==> src/sv/sldf_pkg.sv <==
// sldf_pkg: constants and types for the sync/length/sum frame deframer
// no dependencies; imported by the interfaces and all deframer modules
`timescale 1ns / 1ps

package sldf_pkg;

  localparam int unsigned ByteW = 8;
  localparam int unsigned PosW  = 9;

  localparam logic [ByteW-1:0] SYNC_BYTE      = 8'hA5;
  localparam logic [ByteW-1:0] CMD_PAYLOAD_A  = 8'h03;
  localparam logic [ByteW-1:0] CMD_PAYLOAD_B  = 8'h10;
  localparam logic [ByteW-1:0] MAX_LEN_RESET  = 8'd200;

  // byte positions inside a frame
  localparam logic [PosW-1:0] POS_HUNT   = 9'd0;
  localparam logic [PosW-1:0] POS_SYNC2  = 9'd1;
  localparam logic [PosW-1:0] POS_YEAR   = 9'd2;
  localparam logic [PosW-1:0] POS_MONTH  = 9'd3;
  localparam logic [PosW-1:0] POS_DAY    = 9'd4;
  localparam logic [PosW-1:0] POS_CMD    = 9'd5;
  localparam logic [PosW-1:0] POS_LEN    = 9'd7;
  localparam logic [PosW-1:0] POS_HEADER = 9'd8;

  typedef enum logic {
    KIND_PAYLOAD   = 1'b0,
    KIND_FRAME_END = 1'b1
  } item_kind_e;

  typedef struct packed {
    logic             item_kind;
    logic [ByteW-1:0] payload_byte;
    logic [ByteW-1:0] command;
    logic [ByteW-1:0] version_year;
    logic [ByteW-1:0] version_month;
    logic [ByteW-1:0] version_day;
    logic             checksum_ok;
    logic             last;
  } result_t;

  typedef struct packed {
    logic    valid;
    result_t data;
  } result_beat_t;

endpackage

==> src/sv/sldf_in_if.sv <==
// sldf_in_if: valid/ready channel carrying one received byte per beat
// depends on sldf_pkg
`timescale 1ns / 1ps

interface sldf_in_if
  import sldf_pkg::*;
();
  logic             valid;
  logic             ready;
  logic [ByteW-1:0] rx_byte;

  modport source (output valid, output rx_byte, input ready);
  modport sink (input valid, input rx_byte, output ready);
endinterface

==> src/sv/sldf_out_if.sv <==
// sldf_out_if: valid/ready channel carrying one deframer result per beat
// depends on sldf_pkg
`timescale 1ns / 1ps

interface sldf_out_if
  import sldf_pkg::*;
();
  logic             valid;
  logic             ready;
  logic             item_kind;
  logic [ByteW-1:0] payload_byte;
  logic [ByteW-1:0] command;
  logic [ByteW-1:0] version_year;
  logic [ByteW-1:0] version_month;
  logic [ByteW-1:0] version_day;
  logic             checksum_ok;
  logic             last;

  modport source (
    output valid, output item_kind, output payload_byte, output command,
    output version_year, output version_month, output version_day,
    output checksum_ok, output last, input ready
  );
  modport sink (
    input valid, input item_kind, input payload_byte, input command,
    input version_year, input version_month, input version_day,
    input checksum_ok, input last, output ready
  );
endinterface

==> src/sv/sldf_parser.sv <==
// sldf_parser: frame position tracker, running checksum, header capture
// and max_length register; depends on sldf_pkg
`timescale 1ns / 1ps

module sldf_parser
  import sldf_pkg::*;
(
  input  logic             clk_i,
  input  logic             rst_ni,
  input  logic             beat_i,
  input  logic [ByteW-1:0] rx_byte_i,
  input  logic             cfg_we_i,
  input  logic [ByteW-1:0] cfg_data_i,
  output result_beat_t     res_o
);

  logic [PosW-1:0]  pos_q, pos_d;
  logic [ByteW-1:0] sum_q, sum_d;
  logic [ByteW-1:0] cmd_q, cmd_d;
  logic [ByteW-1:0] len_q, len_d;
  logic [ByteW-1:0] year_q, year_d;
  logic [ByteW-1:0] month_q, month_d;
  logic [ByteW-1:0] day_q, day_d;
  logic [ByteW-1:0] max_len_q;

  logic [PosW-1:0]  end_pos;
  logic             cmd_has_payload;

  assign end_pos         = {1'b0, len_q} + POS_HEADER;
  assign cmd_has_payload = (cmd_q == CMD_PAYLOAD_A) || (cmd_q == CMD_PAYLOAD_B);

  always_comb begin
    pos_d   = pos_q;
    sum_d   = sum_q;
    cmd_d   = cmd_q;
    len_d   = len_q;
    year_d  = year_q;
    month_d = month_q;
    day_d   = day_q;

    res_o.valid              = 1'b0;
    res_o.data.item_kind     = KIND_PAYLOAD;
    res_o.data.payload_byte  = '0;
    res_o.data.command       = cmd_q;
    res_o.data.version_year  = year_q;
    res_o.data.version_month = month_q;
    res_o.data.version_day   = day_q;
    res_o.data.checksum_ok   = 1'b0;
    res_o.data.last          = 1'b0;

    if (beat_i) begin
      priority if (pos_q == POS_HUNT) begin
        if (rx_byte_i == SYNC_BYTE) begin
          sum_d = rx_byte_i;
          pos_d = POS_SYNC2;
        end
      end else if (pos_q == POS_SYNC2) begin
        if (rx_byte_i != SYNC_BYTE) begin
          pos_d = POS_HUNT;
          sum_d = '0;
        end else begin
          sum_d = sum_q + rx_byte_i;
          pos_d = pos_q + 9'd1;
        end
      end else if (pos_q == POS_LEN) begin
        if (rx_byte_i > max_len_q) begin
          pos_d = POS_HUNT;
          sum_d = '0;
        end else begin
          len_d = rx_byte_i;
          sum_d = sum_q + rx_byte_i;
          pos_d = pos_q + 9'd1;
        end
      end else if (pos_q < POS_HEADER) begin
        if (pos_q == POS_YEAR)  year_d  = rx_byte_i;
        if (pos_q == POS_MONTH) month_d = rx_byte_i;
        if (pos_q == POS_DAY)   day_d   = rx_byte_i;
        if (pos_q == POS_CMD)   cmd_d   = rx_byte_i;
        sum_d = sum_q + rx_byte_i;
        pos_d = pos_q + 9'd1;
      end else if (pos_q >= end_pos) begin
        // checksum byte closes the frame
        res_o.valid            = 1'b1;
        res_o.data.item_kind   = KIND_FRAME_END;
        res_o.data.checksum_ok = (rx_byte_i == sum_q);
        res_o.data.last        = 1'b1;
        pos_d = POS_HUNT;
        sum_d = '0;
      end else begin
        sum_d = sum_q + rx_byte_i;
        pos_d = pos_q + 9'd1;
        if ((pos_q > POS_HEADER) && cmd_has_payload) begin
          res_o.valid             = 1'b1;
          res_o.data.payload_byte = rx_byte_i;
        end
      end
    end
  end

  always_ff @(posedge clk_i or negedge rst_ni) begin
    if (!rst_ni) begin
      pos_q     <= POS_HUNT;
      sum_q     <= '0;
      cmd_q     <= '0;
      len_q     <= '0;
      year_q    <= '0;
      month_q   <= '0;
      day_q     <= '0;
      max_len_q <= MAX_LEN_RESET;
    end else begin
      pos_q   <= pos_d;
      sum_q   <= sum_d;
      cmd_q   <= cmd_d;
      len_q   <= len_d;
      year_q  <= year_d;
      month_q <= month_d;
      day_q   <= day_d;
      if (cfg_we_i) begin
        max_len_q <= cfg_data_i;
      end
    end
  end

endmodule

==> src/sv/sldf_out_reg.sv <==
// sldf_out_reg: result register in front of the output channel
// depends on sldf_pkg
`timescale 1ns / 1ps

module sldf_out_reg
  import sldf_pkg::*;
(
  input  logic         clk_i,
  input  logic         rst_ni,
  input  result_beat_t res_i,
  output logic         take_o,
  output logic         valid_o,
  input  logic         ready_i,
  output result_t      data_o
);

  logic    valid_q, valid_d;
  result_t data_q;

  // a new beat may enter when the register is empty or draining this cycle
  assign take_o  = !valid_q || ready_i;
  assign valid_o = valid_q;
  assign data_o  = data_q;

  always_comb begin
    valid_d = valid_q && !ready_i;
    if (take_o && res_i.valid) begin
      valid_d = 1'b1;
    end
  end

  always_ff @(posedge clk_i or negedge rst_ni) begin
    if (!rst_ni) begin
      valid_q <= 1'b0;
    end else begin
      valid_q <= valid_d;
    end
  end

  always_ff @(posedge clk_i) begin
    if (take_o && res_i.valid) begin
      data_q <= res_i.data;
    end
  end

endmodule

==> src/sv/sync_length_sum_frame_deframer_unit.sv <==
// sync_length_sum_frame_deframer_unit: top level of the frame deframer
// depends on sldf_pkg, sldf_in_if, sldf_out_if, sldf_parser, sldf_out_reg
//
//   channel   dir  payload                                     beat
//   rx_i      in   rx_byte                                     valid & ready
//   res_o     out  item_kind, payload_byte, command, version,  valid & ready
//                  checksum_ok, last
//   cfg       in   max_length                                  cfg_we_i
//
// one byte per cycle while rx_i.ready is high; a result appears on res_o in the cycle after its byte
// rx_i.ready is high while the result register is empty or being read
// a stall on res_o with a result held stops intake until that result is taken
// reset clears the frame state, max_length returns to 200
`timescale 1ns / 1ps

module sync_length_sum_frame_deframer_unit
  import sldf_pkg::*;
(
  input  logic             clk_i,
  input  logic             rst_ni,
  sldf_in_if.sink          rx_i,
  sldf_out_if.source       res_o,
  input  logic             cfg_we_i,
  input  logic [ByteW-1:0] cfg_data_i
);

  logic         take;
  logic         beat;
  result_beat_t res_beat;
  result_t      res_data;

  assign rx_i.ready = take;
  assign beat       = rx_i.valid && take;

  sldf_parser u_parser (
    .clk_i      (clk_i),
    .rst_ni     (rst_ni),
    .beat_i     (beat),
    .rx_byte_i  (rx_i.rx_byte),
    .cfg_we_i   (cfg_we_i),
    .cfg_data_i (cfg_data_i),
    .res_o      (res_beat)
  );

  sldf_out_reg u_out_reg (
    .clk_i   (clk_i),
    .rst_ni  (rst_ni),
    .res_i   (res_beat),
    .take_o  (take),
    .valid_o (res_o.valid),
    .ready_i (res_o.ready),
    .data_o  (res_data)
  );

  assign res_o.item_kind     = res_data.item_kind;
  assign res_o.payload_byte  = res_data.payload_byte;
  assign res_o.command       = res_data.command;
  assign res_o.version_year  = res_data.version_year;
  assign res_o.version_month = res_data.version_month;
  assign res_o.version_day   = res_data.version_day;
  assign res_o.checksum_ok   = res_data.checksum_ok;
  assign res_o.last          = res_data.last;

endmodule
==> src/flat_wrapper.sv <==
// flat-port wrapper written by rule: the top's interface ports become plain ports
module sync_length_sum_frame_deframer_unit_flat import sldf_pkg::*;
  (clk_i, rst_ni, cfg_we_i, cfg_data_i, rx_i_valid, rx_i_rx_byte, rx_i_ready, res_o_valid, res_o_item_kind, res_o_payload_byte, res_o_command, res_o_version_year, res_o_version_month, res_o_version_day, res_o_checksum_ok, res_o_last, res_o_ready);
  sldf_in_if rx_i_i ();
  sldf_out_if res_o_i ();
  input  logic clk_i;
  input  logic rst_ni;
  input  logic cfg_we_i;
  input  logic [ByteW-1:0] cfg_data_i;
  input wire logic [$bits(rx_i_i.valid)-1:0] rx_i_valid;
  input wire logic [$bits(rx_i_i.rx_byte)-1:0] rx_i_rx_byte;
  output wire logic [$bits(rx_i_i.ready)-1:0] rx_i_ready;
  output wire logic [$bits(res_o_i.valid)-1:0] res_o_valid;
  output wire logic [$bits(res_o_i.item_kind)-1:0] res_o_item_kind;
  output wire logic [$bits(res_o_i.payload_byte)-1:0] res_o_payload_byte;
  output wire logic [$bits(res_o_i.command)-1:0] res_o_command;
  output wire logic [$bits(res_o_i.version_year)-1:0] res_o_version_year;
  output wire logic [$bits(res_o_i.version_month)-1:0] res_o_version_month;
  output wire logic [$bits(res_o_i.version_day)-1:0] res_o_version_day;
  output wire logic [$bits(res_o_i.checksum_ok)-1:0] res_o_checksum_ok;
  output wire logic [$bits(res_o_i.last)-1:0] res_o_last;
  input wire logic [$bits(res_o_i.ready)-1:0] res_o_ready;
  assign rx_i_i.valid = rx_i_valid;
  assign rx_i_i.rx_byte = rx_i_rx_byte;
  assign rx_i_ready = rx_i_i.ready;
  assign res_o_valid = res_o_i.valid;
  assign res_o_item_kind = res_o_i.item_kind;
  assign res_o_payload_byte = res_o_i.payload_byte;
  assign res_o_command = res_o_i.command;
  assign res_o_version_year = res_o_i.version_year;
  assign res_o_version_month = res_o_i.version_month;
  assign res_o_version_day = res_o_i.version_day;
  assign res_o_checksum_ok = res_o_i.checksum_ok;
  assign res_o_last = res_o_i.last;
  assign res_o_i.ready = res_o_ready;
  sync_length_sum_frame_deframer_unit u_core (.clk_i(clk_i), .rst_ni(rst_ni), .rx_i(rx_i_i), .res_o(res_o_i), .cfg_we_i(cfg_we_i), .cfg_data_i(cfg_data_i));
endmodule
==> config.mk <==
export PLATFORM = sky130hd
export DESIGN_NAME = sync_length_sum_frame_deframer_unit_flat
export DESIGN_NICKNAME = d
export VERILOG_FILES = /design/src/sv/sldf_pkg.sv /design/src/sv/sldf_in_if.sv /design/src/sv/sldf_out_if.sv /design/src/sv/sldf_parser.sv /design/src/sv/sldf_out_reg.sv /design/src/sv/sync_length_sum_frame_deframer_unit.sv /design/src/flat_wrapper.sv
export SDC_FILE = /design/constraint.sdc
export NUM_CORES = 1
export LEC_CHECK = 0
export BUFFER_PORTS_ARGS = -buffer_cell sky130_fd_sc_hd__buf_2
export CORE_UTILIZATION = 50
export CTS_CLUSTER_SIZE = 40
export DETAILED_ROUTE_END_ITERATION = 16
export PLACE_DENSITY_LB_ADDON = 0.05
export SLEW_MARGIN = 25
export SYNTH_ARGS = -nofsm -noshare
export SYNTH_HDL_FRONTEND = slang
export SYNTH_SLANG_ARGS = --single-unit
==> constraint.sdc <==
create_clock -name clk_i -period 5 [get_ports clk_i]
set_input_delay 0.25 -clock clk_i [delete_from_list [all_inputs] [get_ports clk_i]]
set_output_delay 0.25 -clock clk_i [all_outputs]
set_load 0.05 [all_outputs]
# After elaboration in Yosys (flattened, before gate mapping)
# Cells that the tools add are included.
dict set report totals {
  regBits 109
  output_inout_bits 45
  wordCells 89
}
dict set report classes {
  add_sub_neg 3
  order_cmp 4
  eq_ne 12
  mux 28
  bitwise 7
  n_reduce_logical 18
}
# op count
set op_table {}
lappend op_table {{8-bit two-way mux} 10}
lappend op_table {{9-bit two-way mux} 8}
lappend op_table {{10-bit two-way mux} 5}
lappend op_table {{9-bit by 3-bit == test with 1-bit output (second input constant)} 3}
lappend op_table {{6-bit AND reduction} 4}
lappend op_table {{9-bit by 2-bit == test with 1-bit output (second input constant)} 2}
lappend op_table {{8-bit by 4-bit adder with 9-bit output (second input constant)} 1}
lappend op_table {{9-bit by 1-bit adder with 9-bit output (second input constant)} 1}
lappend op_table {{9-bit by 1-bit == test with 1-bit output (second input constant)} 1}
lappend op_table {{9-bit >= comparator} 1}
lappend op_table {{9-bit by 4-bit > comparator with 1-bit output (second input constant)} 1}
lappend op_table {{9-bit zero test} 1}
lappend op_table {{9-bit by 4-bit < comparator with 1-bit output (second input constant)} 1}
lappend op_table {{8-bit adder} 1}
lappend op_table {{8-bit by 2-bit == test with 1-bit output (second input constant)} 1}
lappend op_table {{8-bit by 5-bit == test with 1-bit output (second input constant)} 1}
lappend op_table {{8-bit == test} 1}
lappend op_table {{8-bit == test (second input constant)} 1}
lappend op_table {{8-bit > comparator} 1}
lappend op_table {{8-bit inequality test (second input constant)} 1}
lappend op_table {{1-bit inverter} 7}
lappend op_table {{7-bit OR reduction} 1}
lappend op_table {{6-bit OR reduction} 1}
lappend op_table {{1-bit two-way mux} 5}
lappend op_table {{7 further kinds} 12}

# Longest topological paths before layout
dict set report depth {
  word_depth 12
  ltp_mapped 12
  mapped_depth_nobuf 11
}

# Hierarchy
# From an unflattened synthesis, not the netlist that was laid out.
dict set report hier_totals {
  cells_unflattened 395
  area_unflattened_um2 5063.6
}
# mod instances cells_per_inst area_each_um2 seq_area_each_um2
set by_module_without_submodules {}
lappend by_module_without_submodules {sldf_parser 1 347 3712.3 1630.3}
lappend by_module_without_submodules {sldf_out_reg 1 47 1345.0 1316.3}
lappend by_module_without_submodules {sync_length_sum_frame_deframer_unit 1 1 6.3 0.0}

# Worst setup path after synthesis
# Ideal clock, no wire load.
dict set report synth_path {
  path_type {reg-to-reg}
  start {reg u_core.u_parser.len_q[3]}
  end {reg u_core.u_out_reg.data_q, in the netlist u_core.u_out_reg.data_o[0] (enable)}
  setup_time_ns 0.493
  arrival_time_ns 4.904
  path_slack_ns -0.397
  path_stages_with_launch 9
  path_buffers 0
  period_less_slack_ns 5.397
  cell_sequence {dfrtp_1 ha_1 nand3_1 xor2_1 ha_1 nand4_1 o311ai_0 nor2_1 nor3_1}
}
dict set report synth_via {
  elab_chain_len 9
}
# element line
set synth_lines {}
lappend synth_lines {{start, declared} sldf_parser.sv:20} ;# logic [ByteW-1:0] len_q, len_d;
lappend synth_lines {{start signal, assigned} sldf_parser.sv:114} ;# len_q <= len_d;
lappend synth_lines {{8-bit by 4-bit adder with 9-bit output} sldf_parser.sv:29} ;# assign end_pos = {1'b0, len_q} + POS_HEADER;
lappend synth_lines {{9-bit >= comparator} sldf_parser.sv:81} ;# end else if (pos_q >= end_pos) begin
lappend synth_lines {{1-bit two-way mux} sldf_parser.sv:81}
lappend synth_lines {{10-bit two-way mux} sldf_parser.sv:74} ;# end else if (pos_q < POS_HEADER) begin
lappend synth_lines {{10-bit two-way mux} sldf_parser.sv:65} ;# end else if (pos_q == POS_LEN) begin
lappend synth_lines {{10-bit two-way mux} sldf_parser.sv:57} ;# end else if (pos_q == POS_SYNC2) begin
lappend synth_lines {{10-bit two-way mux} sldf_parser.sv:52} ;# priority if (pos_q == POS_HUNT) begin
lappend synth_lines {{10-bit two-way mux} sldf_parser.sv:51} ;# if (beat_i) begin
lappend synth_lines {{1-bit logical AND} sldf_out_reg.sv:41} ;# if (take_o && res_i.valid) begin
lappend synth_lines {{end signal, assigned} sldf_out_reg.sv:42} ;# data_q <= res_i.data;
lappend synth_lines {{end, declared} sldf_out_reg.sv:18} ;# result_t data_q;
# No other way between the ends.
# A chain may end at the register's enable or synchronous reset.

# Worst setup path after layout
dict set report layout_path {
  start {reg u_core.u_parser.len_q[3]}
  end {reg u_core.u_out_reg.data_q, in the netlist u_core.u_out_reg.data_o[28] (enable)}
}
# The elaborated chain is that of the path after synthesis.

==> flow_summary.ini <==
[critical_path]
max_stage_delay_ps = 700
slowest_stage = o311ai_1
path_cells = ha_1 -> nand3_1 -> xor2_1 -> ha_1 -> nand4_1 -> o311ai_1 -> nor2_1 -> nor3_4 -> buf_4
crit_top_cell = ha_1
endpoint_kind = flip-flop
worst_r2r_startpoint = u_core.u_parser.len_q[3]
rrSetupSlack_ps = 1700
start_kind = flip-flop
rr_worst_depth = 9
reg2reg_to = u_core.u_out_reg.data_o[28]
worstPathRequired_ps = 5010
crit_path_max_fanout = 40
arrival_ps = 3320
crit_type = reg -> reg

[cts]
clkTransAtPathRegs_ps = 110
post-cts-setup-buffer-count = 0
cts_buffers = 9
cts_num_sinks = 108
ctsResizeCount = 0
cts.path.max_buffers = 2
root_buffer = clkbuf_8
clock_latency_ps = 370
cts_max_level = 3
cts_hold_buf = 0
cts_tree = yes

[logic_synthesis]
yosysMostFrequentCell = dfrtp_1
synth_cell_types = 51
syn_area_mm2 = 0.004946
synth_commonest_cells = dfrtp_1 (63), edfxtp_1 (42), mux2_2 (39)
avgSynthCellArea_um2 = 12.65
synth-seq-cells = 108
ys_seq_area_frac = 0.5897
yosysWarnings = 0
synth_top_cell_by_area = dfrtp_1
ys.flop_type = dfrtp_1
synth_cells = 391
synth-async-reset-ratio = 0.6111
ys_top_cells_by_area = dfrtp_1 (32%), edfxtp_1 (25%), mux2_2 (8.9%), ha_1 (7.3%), nand2_1 (2.3%)
synth_nets = 442
synth-edff-count = 42
synth_top_area_share = 0.3187

[timing]
finalCritPeriodShare = 0.6608
drv_slew = 0
hold_viol = 0
slew_headroom = 0.3736
period_needed_ps = 3304
tns_ps = 0
skew_ps = 12.72
grt_setup_unrepaired = no
tightest_slew_ps = 936.6
whs_ps = 52.38
setup_violations = 0
fmax_mhz = 302.7

[global_route]
gr-usage-all-layers = 0.2094
grt-busiest-layer = met2
grt_pass1_wl_um = 15990
antenna_found_initial = 0
use_met3 = 0.03934
grt_max_degree = 67
use_met1 = 0.2859
grt_pass1_vias = 3119
grt_util_met2 = 0.3433
gr-total-overflow = 0

[placement]
place_area_mm2 = 0.005426
gp_congestion = 0.8182
hpwl_um = 6620
port_buffers = 65

[route]
initialDrtViolationCount = 170
antenna_left = 0
totalWireLength_um = 9676
wl_per_cell_um = 16.26
firstDrtPassIters = 4
num_vias = 3199
avgViaCountPerCell = 5.376
drc = 0

[cells_and_area]
nNetsFinal = 512
drive_above_1_share = 0.3004
fillers = 776
regArea_mm2 = 0.002917
num_antenna_cells = 0
fin_area_mm2 = 0.005670
multi_input_area_mm2 = 0.001923
syn_to_final_growth_pct = 14.65

[die]
core_area_mm2 = 0.009415
io_pins = 66
rows = 35
initial_utilization = 0.5253
die_w_um = 101.5
chipHeight_um = 101.5
die-area_mm2 = 0.01029

[run_status]
run_status = finished clean

[pwr]
cellPowerDensity_mw_per_mm2 = 498.6
p_total_uw = 2828
vdd_drop_max_mv = 0.2668
power_leakage_uw = 0.002536

[job]
drv_cap = 0

[min_path]
hold_class = in -> async
## worst max path at each step
stage	from	end	slack [ps]	depth (start not counted)
after floorplan	u_core.u_parser.len_q[3]	u_core.u_out_reg.data_o[0]	870	8
after global placement	u_core.u_parser.len_q[3]	u_core.u_out_reg.data_o[31]	1640	9
after detailed placement	u_core.u_parser.len_q[3]	u_core.u_out_reg.data_o[33]	1480	9
after CTS	u_core.u_parser.len_q[3]	u_core.u_out_reg.data_o[28]	1430	9
after global routing	u_core.u_parser.len_q[3]	u_core.u_out_reg.data_o[29]	1390	9
final	u_core.u_parser.len_q[3]	u_core.u_out_reg.data_o[28]	1700	9
## metal layers
metal  wire [um]  vias to the layer above  part of all wire
li1            -                     1565                 -
met1        4632                     1558              0.48
met2        4616                       66              0.48
met3         327                       10             0.034
met4          99                        0             0.010
met5           0                        -                 0
## logic make-up (layout without fill, tap and decap cells)
logic type      count (synthesis)  count (layout)  share of synthesized area
flops                         108             108                     0.5897
simple gates                  107             107                     0.1212
compound gates                 66              66                    0.07919
mux                            39              39                    0.08879
buf+inv                        31             106                    0.02606
fa+ha+maj                      30              30                    0.07741
xor+xnor                       10              10                    0.01771
## stage by stage
step / instances / setup WS [ps] / util
floorplan: 391 / 871.3 / -
global placement: 579 / 1641 / 0.5763
detailed placement: 579 / 1482 / 0.5763
CTS: 595 / 1432 / 0.6017
global route: 595 / 1389 / 0.6023
finish: 595 / 1696 / 0.6023
## worst max-delay path: cells and delay by family (launching register included)
family | cells | cell delay, ps
compound gates | 1 | 700
fa+ha+maj | 2 | 500
xor+xnor | 1 | 160
flops | 1 | 440
simple gates | 4 | 650
buf+inv | 1 | 470
## registers in the layout (all words and copies together), names as in the netlist
signal / flops
u_core.u_parser.pos_q: 9
u_core.u_parser.month_q: 8
u_core.u_out_reg.data_o: 42
u_core.u_parser.sum_q: 8
u_core.u_parser.cmd_q: 8
u_core.u_out_reg.valid_o: 1
u_core.u_parser.len_q: 8
u_core.u_parser.max_len_q: 8
u_core.u_parser.day_q: 8
u_core.u_parser.year_q: 8
## layout make-up
cell class	instances	area share
multi-input cells	252	0.3391
flip-flops and latches	108	0.5143
inverters	22	0.01456
repair buffers	68	0.06134
clock buffers	9	0.02184
clock inverters	7	0.02030
well taps	129	0.02846
## layout by cell type, fill, tap and decap left out, types with 2 or more instances in the layout
cell	count
o21bai_1	2
xor2_1	4
nor3_4	4
o21a_1	3
ha_1	29
nand2_2	2
dfrtp_1	63
and3_1	10
nand2b_1	4
nand4_1	4
bufinv_16	2
nor2b_1	4
nand3_1	10
nor4_1	3
inv_8	2
nor2_1	20
nand4_2	2
clkbuf_8	9
a31oi_1	6
nor3_1	3
a41oi_1	2
mux2_2	39
buf_4	3
xnor2_1	6
inv_1	22
a31o_2	2
a21oi_1	21
o21ai_0	20
dfstp_2	3
buf_2	65
nand2_1	30
edfxtp_1	42
## where the power goes
part	switching [uW]	internal, uW	total, uW
clock	316	295	611
combinational	502	388	889
sequential	150	1180	1330
total	968	1860	2830
(Power assumes the default switching activity.)
